**config.mk**
```make
export PLATFORM = sky130hd
export DESIGN_NAME = meter_reply_frame_parser_unit
export DESIGN_NICKNAME = d
export VERILOG_FILES = /design/src/rtl/mrfp_pkg.sv /design/src/rtl/mrfp_capture.sv /design/src/rtl/mrfp_decode.sv /design/src/rtl/meter_reply_frame_parser_unit.sv
export VERILOG_INCLUDE_DIRS = /design/src /design/src/rtl
export SDC_FILE = /design/constraint.sdc
export NUM_CORES = 1
export LEC_CHECK = 0
export BUFFER_PORTS_ARGS = -buffer_cell sky130_fd_sc_hd__buf_2
export CELL_PAD_IN_SITES_DETAIL_PLACEMENT = 2
export CELL_PAD_IN_SITES_GLOBAL_PLACEMENT = 2
export CORE_MARGIN = 1.5
export CORE_UTILIZATION = 36
export DETAILED_ROUTE_END_ITERATION = 8
export PLACE_DENSITY_LB_ADDON = 0.1
export SLEW_MARGIN = 20
export SYNTH_ARGS = -nofsm -noshare
export SYNTH_HDL_FRONTEND = slang
export SYNTH_HIERARCHICAL = 1
export SYNTH_SLANG_ARGS = --single-unit
export TNS_END_PERCENT = 10
```
**constraint.sdc**
```tcl
create_clock -name i_clk -period 7.67 [get_ports i_clk]
set_clock_uncertainty 0.2 [all_clocks]
set_input_delay 1.1505 -clock i_clk [delete_from_list [all_inputs] [get_ports i_clk]]
set_output_delay 1.1505 -clock i_clk [all_outputs]
set_load 0.02 [all_outputs]
```
**src/rtl/meter_reply_frame_parser_unit_assert.svh**
```systemverilog
// ----------------------------------------------------------------------------
// Assertion macros for the meter reply frame parser
// Clocked implication checks that compile away when SYNTHESIS is defined.
// ----------------------------------------------------------------------------
`ifndef METER_REPLY_FRAME_PARSER_UNIT_ASSERT_SVH
`define METER_REPLY_FRAME_PARSER_UNIT_ASSERT_SVH

`ifndef SYNTHESIS
// Same-cycle implication, disabled while reset is asserted.
`define MRFP_ASSERT_IMP(label, clk, rst_n, ante, cons) \
    label: assert property (@(posedge clk) disable iff (!(rst_n)) (ante) |-> (cons)) \
        else $error("mrfp assertion failed");
// Next-cycle implication, disabled while reset is asserted.
`define MRFP_ASSERT_NXT(label, clk, rst_n, ante, cons) \
    label: assert property (@(posedge clk) disable iff (!(rst_n)) (ante) |=> (cons)) \
        else $error("mrfp assertion failed");
`else
`define MRFP_ASSERT_IMP(label, clk, rst_n, ante, cons)
`define MRFP_ASSERT_NXT(label, clk, rst_n, ante, cons)
`endif

`endif

```
**src/rtl/mrfp_pkg.sv**
```systemverilog
// ----------------------------------------------------------------------------
// Meter reply frame parser package
// Frame constants, status codes, register indexes and the captured frame
// record passed from the capture stage to the decode stage.
// ----------------------------------------------------------------------------
package mrfp_pkg;

    // Frame marker bytes and byte scrambling constants.
    localparam logic [7:0] START_MARK    = 8'h68;
    localparam logic [7:0] END_MARK      = 8'h16;
    localparam logic [7:0] CONTROL_REPLY = 8'h91;
    localparam logic [7:0] BYTE_OFFSET   = 8'h33;
    localparam logic [7:0] SIGN_MASK     = 8'h7f;

    // Configuration register indexes and reset values.
    localparam int unsigned CFG_IDX_W = 2;
    localparam logic [CFG_IDX_W-1:0] CFG_ENERGY  = 2'd0;
    localparam logic [CFG_IDX_W-1:0] CFG_VOLTAGE = 2'd1;
    localparam logic [CFG_IDX_W-1:0] CFG_CURRENT = 2'd2;
    localparam logic [31:0] ENERGY_ID_RST  = 32'h0000_0000;
    localparam logic [31:0] VOLTAGE_ID_RST = 32'h0201_0100;
    localparam logic [31:0] CURRENT_ID_RST = 32'h0202_0100;

    // Largest value the decoder can produce.
    localparam logic [26:0] READING_MAX = 27'd86666665;

    // Result status codes; the first three also serve as header fault codes.
    typedef enum logic [2:0] {
        ST_OK         = 3'd0,
        ST_BAD_DELIM  = 3'd1,
        ST_WRONG_CTRL = 3'd2,
        ST_UNKNOWN_ID = 3'd3,
        ST_TOO_SHORT  = 3'd4
    } t_status;

    // Everything the decoder needs about one finished frame.
    typedef struct packed {
        logic [7:0]  pos;       // offset of the final byte, saturated
        logic        end_ok;    // final byte was the end mark
        t_status     herr;      // first header fault
        logic [47:0] addr;
        logic [31:0] ident;     // identifier with the offset removed
        logic [31:0] data;      // raw data bytes at offsets 18 to 21
    } t_frame;

    // One byte read as a pair of decimal digits.
    function automatic logic [7:0] bcd_pair(input logic [7:0] d);
        logic [7:0] hi;
        logic [7:0] lo;
        begin
            hi = {4'd0, d[7:4]};
            lo = {4'd0, d[3:0]};
            bcd_pair = (hi << 3) + (hi << 1) + lo;
        end
    endfunction

endpackage

```
**src/rtl/mrfp_capture.sv**
```systemverilog
// ----------------------------------------------------------------------------
// Meter reply frame parser capture stage
// Tracks the byte offset, checks header bytes and captures the address,
// identifier and data bytes. The final byte loads a frame record register.
// ----------------------------------------------------------------------------
module mrfp_capture (
    input  logic             i_clk,
    input  logic             i_rst_n,
    input  logic             i_in_valid,
    output logic             o_in_stall,
    input  logic [7:0]       i_rx_byte,
    input  logic             i_last_byte,
    output logic             o_frm_valid,
    input  logic             i_frm_ready,
    output mrfp_pkg::t_frame o_frm
);
    import mrfp_pkg::*;

    localparam logic [7:0] POS_START1 = 8'd4;
    localparam logic [7:0] POS_ADDR0  = 8'd5;
    localparam logic [7:0] POS_ADDR5  = 8'd10;
    localparam logic [7:0] POS_START2 = 8'd11;
    localparam logic [7:0] POS_CTRL   = 8'd12;
    localparam logic [7:0] POS_ID0    = 8'd14;
    localparam logic [7:0] POS_ID3    = 8'd17;
    localparam logic [7:0] POS_DATA0  = 8'd18;
    localparam logic [7:0] POS_DATA3  = 8'd21;
    localparam logic [7:0] POS_SAT    = 8'd255;

    logic [7:0]  r_pos, n_pos;
    t_status     r_herr, n_herr;
    logic [47:0] r_addr, n_addr;
    logic [31:0] r_ident, n_ident;
    logic [31:0] r_data, n_data;
    logic        r_frm_valid;
    t_frame      r_frm;

    logic        in_acc;
    logic [7:0]  addr_off;
    logic [7:0]  id_off;
    logic [7:0]  data_off;
    logic [7:0]  id_byte;

    // Hold the input only when a finished frame cannot move on.
    assign o_in_stall = r_frm_valid && !i_frm_ready;
    assign in_acc     = i_in_valid && !o_in_stall;

    assign addr_off = r_pos - POS_ADDR0;
    assign id_off   = r_pos - POS_ID0;
    assign data_off = r_pos - POS_DATA0;
    assign id_byte  = i_rx_byte - BYTE_OFFSET;

    // Frame state including the byte now arriving.
    always_comb begin
        n_pos   = (r_pos == POS_SAT) ? r_pos : r_pos + 8'd1;
        n_herr  = r_herr;
        n_addr  = r_addr;
        n_ident = r_ident;
        n_data  = r_data;
        if (r_herr == ST_OK) begin
            if ((r_pos == POS_START1 || r_pos == POS_START2) && i_rx_byte != START_MARK) begin
                n_herr = ST_BAD_DELIM;
            end else if (r_pos == POS_CTRL && i_rx_byte != CONTROL_REPLY) begin
                n_herr = ST_WRONG_CTRL;
            end
        end
        if (r_pos >= POS_ADDR0 && r_pos <= POS_ADDR5) begin
            n_addr[{addr_off[2:0], 3'b000} +: 8] = i_rx_byte;
        end
        if (r_pos >= POS_ID0 && r_pos <= POS_ID3) begin
            n_ident[{id_off[1:0], 3'b000} +: 8] = id_byte;
        end
        if (r_pos >= POS_DATA0 && r_pos <= POS_DATA3) begin
            n_data[{data_off[1:0], 3'b000} +: 8] = i_rx_byte;
        end
    end

    // Per-frame state; the final byte clears it for the next frame.
    always_ff @(posedge i_clk) begin
        if (!i_rst_n) begin
            r_pos   <= '0;
            r_herr  <= ST_OK;
            r_addr  <= '0;
            r_ident <= '0;
            r_data  <= '0;
        end else if (in_acc) begin
            if (i_last_byte) begin
                r_pos   <= '0;
                r_herr  <= ST_OK;
                r_addr  <= '0;
                r_ident <= '0;
                r_data  <= '0;
            end else begin
                r_pos   <= n_pos;
                r_herr  <= n_herr;
                r_addr  <= n_addr;
                r_ident <= n_ident;
                r_data  <= n_data;
            end
        end
    end

    // Frame record valid flag.
    always_ff @(posedge i_clk) begin
        if (!i_rst_n) begin
            r_frm_valid <= 1'b0;
        end else if (in_acc && i_last_byte) begin
            r_frm_valid <= 1'b1;
        end else if (i_frm_ready) begin
            r_frm_valid <= 1'b0;
        end
    end

    // Frame record payload.
    always_ff @(posedge i_clk) begin
        if (in_acc && i_last_byte) begin
            r_frm.pos    <= r_pos;
            r_frm.end_ok <= (i_rx_byte == END_MARK);
            r_frm.herr   <= n_herr;
            r_frm.addr   <= n_addr;
            r_frm.ident  <= n_ident;
            r_frm.data   <= n_data;
        end
    end

    assign o_frm_valid = r_frm_valid;
    assign o_frm       = r_frm;

endmodule

```
**src/rtl/mrfp_decode.sv**
```systemverilog
// ----------------------------------------------------------------------------
// Meter reply frame parser decode stage
// Resolves the frame status, matches the identifier against the configured
// identifiers and converts the data bytes to a decimal reading.
// ----------------------------------------------------------------------------
module mrfp_decode (
    input  logic             i_clk,
    input  logic             i_rst_n,
    input  logic             i_frm_valid,
    output logic             o_frm_ready,
    input  mrfp_pkg::t_frame i_frm,
    input  logic [31:0]      i_energy_id,
    input  logic [31:0]      i_voltage_id,
    input  logic [31:0]      i_current_id,
    output logic             o_out_valid,
    input  logic             i_out_stall,
    output logic [2:0]       o_status,
    output logic [47:0]      o_meter_address,
    output logic [31:0]      o_data_identifier,
    output logic [26:0]      o_reading_value
);
    import mrfp_pkg::*;

    // Final byte offsets below which a section is missing.
    localparam logic [7:0] POS_MIN_DELIM = 8'd4;
    localparam logic [7:0] POS_MIN_CTRL  = 8'd12;
    localparam logic [7:0] POS_MIN_ID    = 8'd17;
    localparam logic [7:0] POS_DATA0     = 8'd18;

    localparam logic [2:0] CNT_ENERGY  = 3'd4;
    localparam logic [2:0] CNT_VOLTAGE = 3'd2;
    localparam logic [2:0] CNT_CURRENT = 3'd3;
    localparam logic [2:0] CNT_NONE    = 3'd0;

    logic        r_out_valid;
    t_status     r_status;
    logic [47:0] r_addr;
    logic [31:0] r_ident;
    logic [26:0] r_value;

    logic        out_adv;
    logic [2:0]  count;
    logic        is_energy;
    logic        is_current;
    t_status     status;
    logic [7:0]  d0, d1, d2, d3;
    logic [7:0]  p0, p1, p2, p3;
    logic [26:0] term1, term2, term3, value;

    assign out_adv     = !r_out_valid || !i_out_stall;
    assign o_frm_ready = out_adv;

    // Identifier match, energy first.
    always_comb begin
        is_energy  = 1'b0;
        is_current = 1'b0;
        if (i_frm.ident == i_energy_id) begin
            count     = CNT_ENERGY;
            is_energy = 1'b1;
        end else if (i_frm.ident == i_voltage_id) begin
            count = CNT_VOLTAGE;
        end else if (i_frm.ident == i_current_id) begin
            count      = CNT_CURRENT;
            is_current = 1'b1;
        end else begin
            count = CNT_NONE;
        end
    end

    // Status in priority order.
    always_comb begin
        if (i_frm.pos < POS_MIN_DELIM) begin
            status = ST_TOO_SHORT;
        end else if (i_frm.herr == ST_BAD_DELIM || !i_frm.end_ok) begin
            status = ST_BAD_DELIM;
        end else if (i_frm.pos < POS_MIN_CTRL) begin
            status = ST_TOO_SHORT;
        end else if (i_frm.herr == ST_WRONG_CTRL) begin
            status = ST_WRONG_CTRL;
        end else if (i_frm.pos < POS_MIN_ID) begin
            status = ST_TOO_SHORT;
        end else if (count == CNT_NONE) begin
            status = ST_UNKNOWN_ID;
        end else if (i_frm.pos < POS_DATA0 + {5'd0, count}) begin
            status = ST_TOO_SHORT;
        end else begin
            status = ST_OK;
        end
    end

    // Unscramble the data bytes and mask the sign bit of the top byte of energy and current readings.
    assign d0 = i_frm.data[7:0] - BYTE_OFFSET;
    assign d1 = i_frm.data[15:8] - BYTE_OFFSET;
    assign d2 = (i_frm.data[23:16] - BYTE_OFFSET) & (is_current ? SIGN_MASK : 8'hff);
    assign d3 = (i_frm.data[31:24] - BYTE_OFFSET) & SIGN_MASK;

    assign p0 = bcd_pair(d0);
    assign p1 = bcd_pair(d1);
    assign p2 = (is_energy || is_current) ? bcd_pair(d2) : 8'd0;
    assign p3 = is_energy ? bcd_pair(d3) : 8'd0;

    // Weighted sum of the digit pairs.
    assign term1 = {19'd0, p1} * 27'd100;
    assign term2 = {19'd0, p2} * 27'd10000;
    assign term3 = {19'd0, p3} * 27'd1000000;
    assign value = {19'd0, p0} + term1 + term2 + term3;

    // Result register valid flag.
    always_ff @(posedge i_clk) begin
        if (!i_rst_n) begin
            r_out_valid <= 1'b0;
        end else if (out_adv) begin
            r_out_valid <= i_frm_valid;
        end
    end

    // Result register payload; error results carry zero fields.
    always_ff @(posedge i_clk) begin
        if (out_adv && i_frm_valid) begin
            r_status <= status;
            if (status == ST_OK) begin
                r_addr  <= i_frm.addr;
                r_ident <= i_frm.ident;
                r_value <= value;
            end else begin
                r_addr  <= '0;
                r_ident <= '0;
                r_value <= '0;
            end
        end
    end

    assign o_out_valid       = r_out_valid;
    assign o_status          = r_status;
    assign o_meter_address   = r_addr;
    assign o_data_identifier = r_ident;
    assign o_reading_value   = r_value;

endmodule

```
**src/rtl/meter_reply_frame_parser_unit.sv**
```systemverilog
// ----------------------------------------------------------------------------
// Meter reply frame parser
// Parses a meter read reply one byte per cycle unless stalled, giving one result
// transaction per frame with status, address, identifier and reading.
// ----------------------------------------------------------------------------
// Usage: frame bytes enter on the input channel (i_in_valid, o_in_stall,
// i_rx_byte, i_last_byte), preamble first, one byte per cycle at full rate
// while o_in_stall is low. The transaction with i_last_byte set ends the
// frame and produces exactly one result transaction on the output channel
// (o_out_valid, i_out_stall); all other bytes produce nothing. A frame result
// passes through the frame record register and then the result register
// after its final byte is taken. Throughput is one byte per cycle while
// o_in_stall is low.
// When the receiver stalls, the result register holds; the frame record
// absorbs one more finished frame, and o_in_stall rises only while both are
// full. Identifier registers are written on the configuration channel,
// which is always ready, only by the user while idle; the block does not check.
// Reset (i_rst_n low, synchronous) clears the frame state and both valid
// flags and restores the default identifiers.
// ----------------------------------------------------------------------------
`include "meter_reply_frame_parser_unit_assert.svh"

module meter_reply_frame_parser_unit (
    input  logic                           i_clk,
    input  logic                           i_rst_n,
    input  logic                           i_in_valid,
    output logic                           o_in_stall,
    input  logic [7:0]                     i_rx_byte,
    input  logic                           i_last_byte,
    output logic                           o_out_valid,
    input  logic                           i_out_stall,
    output logic [2:0]                     o_status,
    output logic [47:0]                    o_meter_address,
    output logic [31:0]                    o_data_identifier,
    output logic [26:0]                    o_reading_value,
    input  logic                           i_cfg_valid,
    output logic                           o_cfg_ready,
    input  logic [mrfp_pkg::CFG_IDX_W-1:0] i_cfg_index,
    input  logic [31:0]                    i_cfg_data
);
    import mrfp_pkg::*;

    logic [31:0] r_energy_id;
    logic [31:0] r_voltage_id;
    logic [31:0] r_current_id;

    logic        frm_valid;
    logic        frm_ready;
    t_frame      frm;

    // Configuration writes are taken in any cycle.
    assign o_cfg_ready = 1'b1;

    // Identifier registers.
    always_ff @(posedge i_clk) begin
        if (!i_rst_n) begin
            r_energy_id  <= ENERGY_ID_RST;
            r_voltage_id <= VOLTAGE_ID_RST;
            r_current_id <= CURRENT_ID_RST;
        end else if (i_cfg_valid && o_cfg_ready) begin
            case (i_cfg_index)
                CFG_ENERGY:  r_energy_id  <= i_cfg_data;
                CFG_VOLTAGE: r_voltage_id <= i_cfg_data;
                CFG_CURRENT: r_current_id <= i_cfg_data;
                default: ;
            endcase
        end
    end

    // Byte capture and frame record.
    mrfp_capture u_capture (
        .i_clk       (i_clk),
        .i_rst_n     (i_rst_n),
        .i_in_valid  (i_in_valid),
        .o_in_stall  (o_in_stall),
        .i_rx_byte   (i_rx_byte),
        .i_last_byte (i_last_byte),
        .o_frm_valid (frm_valid),
        .i_frm_ready (frm_ready),
        .o_frm       (frm)
    );

    // Status, identifier match and reading conversion.
    mrfp_decode u_decode (
        .i_clk             (i_clk),
        .i_rst_n           (i_rst_n),
        .i_frm_valid       (frm_valid),
        .o_frm_ready       (frm_ready),
        .i_frm             (frm),
        .i_energy_id       (r_energy_id),
        .i_voltage_id      (r_voltage_id),
        .i_current_id      (r_current_id),
        .o_out_valid       (o_out_valid),
        .i_out_stall       (i_out_stall),
        .o_status          (o_status),
        .o_meter_address   (o_meter_address),
        .o_data_identifier (o_data_identifier),
        .o_reading_value   (o_reading_value)
    );

    // Input stalls only when the record and the result register are both full.
    `MRFP_ASSERT_IMP(a_stall_full, i_clk, i_rst_n, o_in_stall, frm_valid && o_out_valid && i_out_stall)
    // Error results carry zero fields.
    `MRFP_ASSERT_IMP(a_err_zero, i_clk, i_rst_n, o_out_valid && o_status != ST_OK, o_meter_address == '0 && o_data_identifier == '0 && o_reading_value == '0)
    // A good reading never exceeds the largest decodable value.
    `MRFP_ASSERT_IMP(a_value_range, i_clk, i_rst_n, o_out_valid && o_status == ST_OK, o_reading_value <= READING_MAX)
    // A taken final byte always leaves a frame record behind.
    `MRFP_ASSERT_NXT(a_last_loads, i_clk, i_rst_n, i_in_valid && !o_in_stall && i_last_byte, frm_valid)

endmodule
```
* Yosys cells after proc, flatten, opt, wreduce, memory -nomap -nowiden
Cells that the tools add are included. W data, S select, Z words.
Operators by class: eq/ne operators 15, reduce and logical (&&, ||, !) cells 27, muxes and demuxes 34, multipliers 3, add/sub/neg operators 24, bitwise gates (word level) 1, shift-type cells 6, $lt $le $gt $ge 10
Operators by type and width (number):
- $mux W32 | 4
- $eq A32 B32 Y1 | 3
- $mux W48 | 2
- $bwmux W32 | 2
- $shift A8 B7 Y32 const A | 2
- $shiftx A8 B7 Y32 | 2
- $bwmux W48 | 1
- $shift A8 B8 Y48 const A | 1
- $shiftx A8 B8 Y48 | 1
- $mux W8 | 5
- $mux W3 | 12
- $add A8 B4 Y8 | 4
- $sub A8 B6 Y8 const B | 4
- $add A27 B22 Y27 | 1
- $add A27 B27 Y27 | 1
- $add A7 B5 Y8 | 3
- $mul A8 B14 Y21 const B | 1
- $mul A8 B10 Y18 const B | 1
- $add A8 B15 Y16 | 1
- $eq A8 B4 Y1 const B | 2
- $le A8 B5 Y1 const B | 2
- $neg A5 Y7 | 2
- $mul A8 B5 Y13 const B | 1
- $logic_and A1 B1 Y1 | 9
- 34 further kinds | 53
Storage, ports and cells: output and inout bits 113, bits of input ports 48, word-level logic and storage cells 140, register bits 454

* Longest topological paths before layout
depth after elaboration 14, mapped depth 39, depth with buffers taken out 39

* Modules after synthesis
The synthesis kept the hierarchy.
Modules (own cells, without submodules):
- mrfp_decode | sequential area each 3323.2 um^2, area an instance 11355.9 um^2, instances 1, cells each 1104
- mrfp_capture | sequential area each 6206.0 um^2, area an instance 10283.6 um^2, instances 1, cells each 937
- meter_reply_frame_parser_unit | sequential area each 1921.8 um^2, area an instance 3634.7 um^2, instances 1, cells each 354

* Least setup slack after synthesis
Ideal clock, no wire load.
path kind register -> register, start point register u_capture.r_frm, in the netlist u_capture/o_frm[16], end point register u_decode.r_value[26] (netlist: u_decode/o_reading_value[26]) (data pin), path buffers 0, arrival 7.923 ns, library setup time 0.260 ns, path slack -0.713 ns, data required time 7.210 ns, cell stages (with the launch flop) 34, clock period less this slack 8.383 ns, cells stage by stage edfxtp_1 -> ha_1 -> nor3_1 -> nand3b_1 -> xor2_1 -> inv_1 -> fa_1 -> inv_1 -> fa_1 -> a21o_1 -> a21o_1 -> o21ai_0 -> ha_1 -> ha_1 -> inv_1 -> fa_1 -> inv_1 -> fa_1 -> ha_1 -> a21boi_0 -> o21ai_0 -> a21boi_0 -> o21ai_0 -> nand2_1 -> xor2_1 -> ha_1 -> ha_1 -> ha_1 -> or4_1 -> o21ai_0 -> a21oi_1 -> a41o_1 -> a31oi_1 -> nor3_1
Between the ends: cells in the longest elaborated chain, start to end 8
Ends and longest elaborated chain:
- start, declared | RTL line mrfp_capture.sv:36 | t_frame r_frm;
- $sub A8 B6 Y8 (*) | RTL line mrfp_decode.sv:94 | assign d2 = (i_frm.data[23:16] - BYTE_OFFSET) & (is_current ? SIGN_MASK : 8'hff);
- $and A8 B8 Y8 (*) | RTL line mrfp_decode.sv:94
- $add A7 B5 Y8 | RTL line mrfp_pkg.sv:53 | bcd_pair = (hi << 3) + (hi << 1) + lo;
- $add A8 B4 Y8 (*) | RTL line mrfp_pkg.sv:53
- $mux W8 (*) | RTL line mrfp_decode.sv:99 | assign p2 = (is_energy || is_current) ? bcd_pair(d2) : 8'd0;
- $mul A8 B10 Y18 (*) | RTL line mrfp_decode.sv:104 | assign term2 = {19'd0, p2} * 27'd10000;
- $add A27 B22 Y27 (*) | RTL line mrfp_decode.sv:106 | assign value = {19'd0, p0} + term1 + term2 + term3;
- $add A27 B27 Y27 (*) | RTL line mrfp_decode.sv:106
- end signal, assigned | RTL line mrfp_decode.sv:124 | r_value <= value;
- end, declared | RTL line mrfp_decode.sv:39 | logic [26:0] r_value;
Mark *: on every way between the ends. The rest lies on a longest branch, timed or not. A chain may end at the register's enable or synchronous reset.

* Worst setup path in the final report
start point register u_capture.r_frm, in the netlist u_capture/o_frm[63], end point register u_decode.r_value[25] (netlist: u_decode/o_reading_value[25]) (data pin)
Between the ends: cells in the longest elaborated chain, start to end 14, elaborated cells between the ends (all ways) 32, those cells by class add/sub: 5; mul: 2; order compare: 1; eq/ne: 3; mux: 17; bitwise: 1; reduce/logical: 3
Ends and longest elaborated chain:
- branches (longest 14 deep; another with $add A27 B22 Y27)
Parallel ways; which one is timed is not known.

==> flow_summary.json <==
{
  "startpoint_type": "flip-flop",
  "clock_path_buffers": 3,
  "grt_pass1_wl_microns": 123000,
  "ys_warn_count": 6,
  "grtUsageTotal_pct": 22.2,
  "hp-class": "reg2reg",
  "first_iter_violations": 798,
  "vias": 19100,
  "tightest_slew_ns": 1.06,
  "numPortBuffers": 159,
  "cp-startpoint": "u_capture/o_frm[63]",
  "ctsRootBufferMaster": "clkbuf_16",
  "cts_hold_buf": 0,
  "fmax_mhz": 121,
  "period_minus_slack_ns": 8.26,
  "io_pins": 161,
  "dp_hpwl_microns": 58900,
  "die_width_microns": 268,
  "grt_start_max_net_pins": 85,
  "avgSynthCellArea_sq_um": 10.5,
  "antenna_left": 0,
  "clkPwrFrac_pct": 38.5,
  "cp_slowest_cell": "or4_4",
  "cp_data_arrival_time_ns": 8.38,
  "crit_type": "reg2reg",
  "cts_made_buffers": 53,
  "switching_share_pct": 29.1,
  "die_y_microns": 268,
  "timing.slew.headroom_pct": 28.9,
  "setup_viol": 11,
  "rsz0062_at_grt": "yes",
  "p_per_area_nw_per_um2": 227,
  "drc": 0,
  "critPathRequiredTime_ns": 7.79,
  "worst_r2r_startpoint": "u_capture/o_frm[63]",
  "antenna_found_initial": 5,
  "combPwrFrac_pct": 24.1,
  "p_leak_nw": 13.2,
  "min_from": "u_capture/r_ident[14]",
  "syn_nets": 2688,
  "peakVddDrop_mv": 0.167,
  "tritoncts": "yes",
  "fin_ws_ns": -0.592,
  "wl_per_cell_microns": 21.3,
  "critPathMaxFanout": 4,
  "finalHoldViolCount": 0,
  "cts_sinks": 453,
  "viasPerCell": 5.17,
  "grt_overflow": 0,
  "clk_latency_ns": 0.64,
  "syn_area_sq_um": 25200,
  "clk_pin_slew_ns": 0.06,
  "wirelength_microns": 79100,
  "start_util_pct": 36.6,
  "dr.pass1.iters": 5,
  "grt_pass1_vias": 21500,
  "maxCapViolations": 0,
  "p_seq_share_pct": 37.4,
  "cts_max_level": 2,
  "p_int_mw": 4.97,
  "pre_cts_ws_ns": -1.34,
  "failed_checks": "setup timing",
  "end_kind": "flip-flop",
  "max_stage_delay_ns": 0.57,
  "rows": 96,
  "nets": 3028,
  "fin_crit_sh_pct": 108,
  "area_growth_pct": 22.6,
  "finalWeightedCongestion": 0.850,
  "core_sq_um": 68900,
  "holdWs_ns": 0.260,
  "p_sw_mw": 2.04,
  "antenna_cells": 0,
  "slew_viol_final": 0,
  "drive_above_1_share_pct": 22.9,
  "synthCells": 2389,
  "die-area_sq_um": 71600,
  "outcome": "finished, violations left"
}
flip-flops by register name, summed over array words and instances (netlist names):
| register | cells |
|---|---|
| u_capture/o_frm_valid | 1 |
| u_capture/r_data | 31 |
| u_capture/r_addr | 48 |
| u_decode/o_meter_address | 48 |
| r_voltage_id | 32 |
| u_decode/o_data_identifier | 32 |
| u_capture/r_ident | 32 |
| u_capture/r_herr | 3 |
| u_capture/r_pos | 8 |
| u_decode/o_out_valid | 1 |
| u_capture/o_frm | 123 |
| r_energy_id | 32 |
| r_current_id | 32 |
| u_decode/o_reading_value | 27 |
| u_decode/o_status | 3 |
placed cells by master (no fill, tap or decap), drive strengths merged, types with 22 or more instances in the layout:
| cell type | n |
|---|---|
| buf | 379 |
| nand2 | 313 |
| edfxtp | 233 |
| dfxtp | 220 |
| ha | 202 |
| inv | 159 |
| o21ai | 150 |
| and2 | 102 |
| xor2 | 99 |
| mux2i | 94 |
| nor2 | 79 |
| xnor2 | 78 |
| clkbuf | 69 |
| fa | 49 |
| a21oi | 49 |
| nand3 | 47 |
| o2bb2ai | 40 |
| o31ai | 38 |
| nor3 | 34 |
| a22o | 33 |
| nor2b | 31 |
| nor4 | 27 |
| nand2b | 26 |
| nand4 | 23 |
| clkinv | 22 |
worst paths after layout:
path / endpoint / slack, ns / depth (start not counted)
setup / recovery: u_decode/o_reading_value[25] / -0.59 / 30
hold / removal: u_capture/r_ident[14] / 0.26 / 2
setup reg to reg: u_decode/o_reading_value[25] / -0.59 / 30
hold reg to reg: u_capture/r_ident[14] / 0.26 / 2
area by class of cell:
type                            count  area, sq um
Fill cell                        7194        38000
Tap cell                          931         1160
Sequential cell                   453        11400
Clock buffer                       69         1530
Timing Repair Buffer              379         2470
Multi-Input combinational cell   1685        13400
Inverter                          157          589
Clock inverter                     31          352
power groups by stage:
stage                     logic (mW)  clock network, mW  registers (mW)
after floorplan                 1.00                  0            2.69
after global placement          1.59                  0            2.67
after detailed placement        1.67                  0            2.67
after CTS                       1.71               2.78            2.62
after global routing            1.88               2.86            2.63
final                           1.69               2.70            2.62
critical path, delay by kind of cell, from the launching register on:
family	cells	cell delay, ns
and+or+nand+nor	8	2.00
AOI/OAI and AO/OA	7	1.32
DFF	1	0.49
buffers and inverters	4	0.53
xor gates and xnor gates	3	0.50
adders and majority gates	8	2.93
what timing repair did:
item	in CTS	in global routing
resized for setup	72	33
pin swaps	68	45
endpoints found under the setup margin	15	15
buffers inserted	18	5
layer usage:
metal / track usage (%) / vias up / wire (microns)
met5: 0 / - / 11
li1: - / 9077 / -
met4: 5.30 / 2 / 1650
met3: 2.86 / 98 / 2180
met2: 39.9 / 242 / 40100
met1: 28.0 / 9721 / 35100
metrics by stage:
| step | cell area [sq um] | TNS, ns | utilization, % | power, mW | std cells |
|---|---|---|---|---|---|
| floorplan | 25400 | 0 | - | 3.69 | 2389 |
| global placement | 28300 | -10.70 | 41.0 | 4.26 | 3583 |
| detailed placement | 28300 | -14.19 | 41.0 | 4.34 | 3583 |
| CTS | 30700 | -5.46 | 44.5 | 7.11 | 3701 |
| global route | 30900 | -8.43 | 44.8 | 7.37 | 3705 |
| finish | 30900 | -4.62 | 44.8 | 7.01 | 3705 |
(Power assumes the default switching activity.)
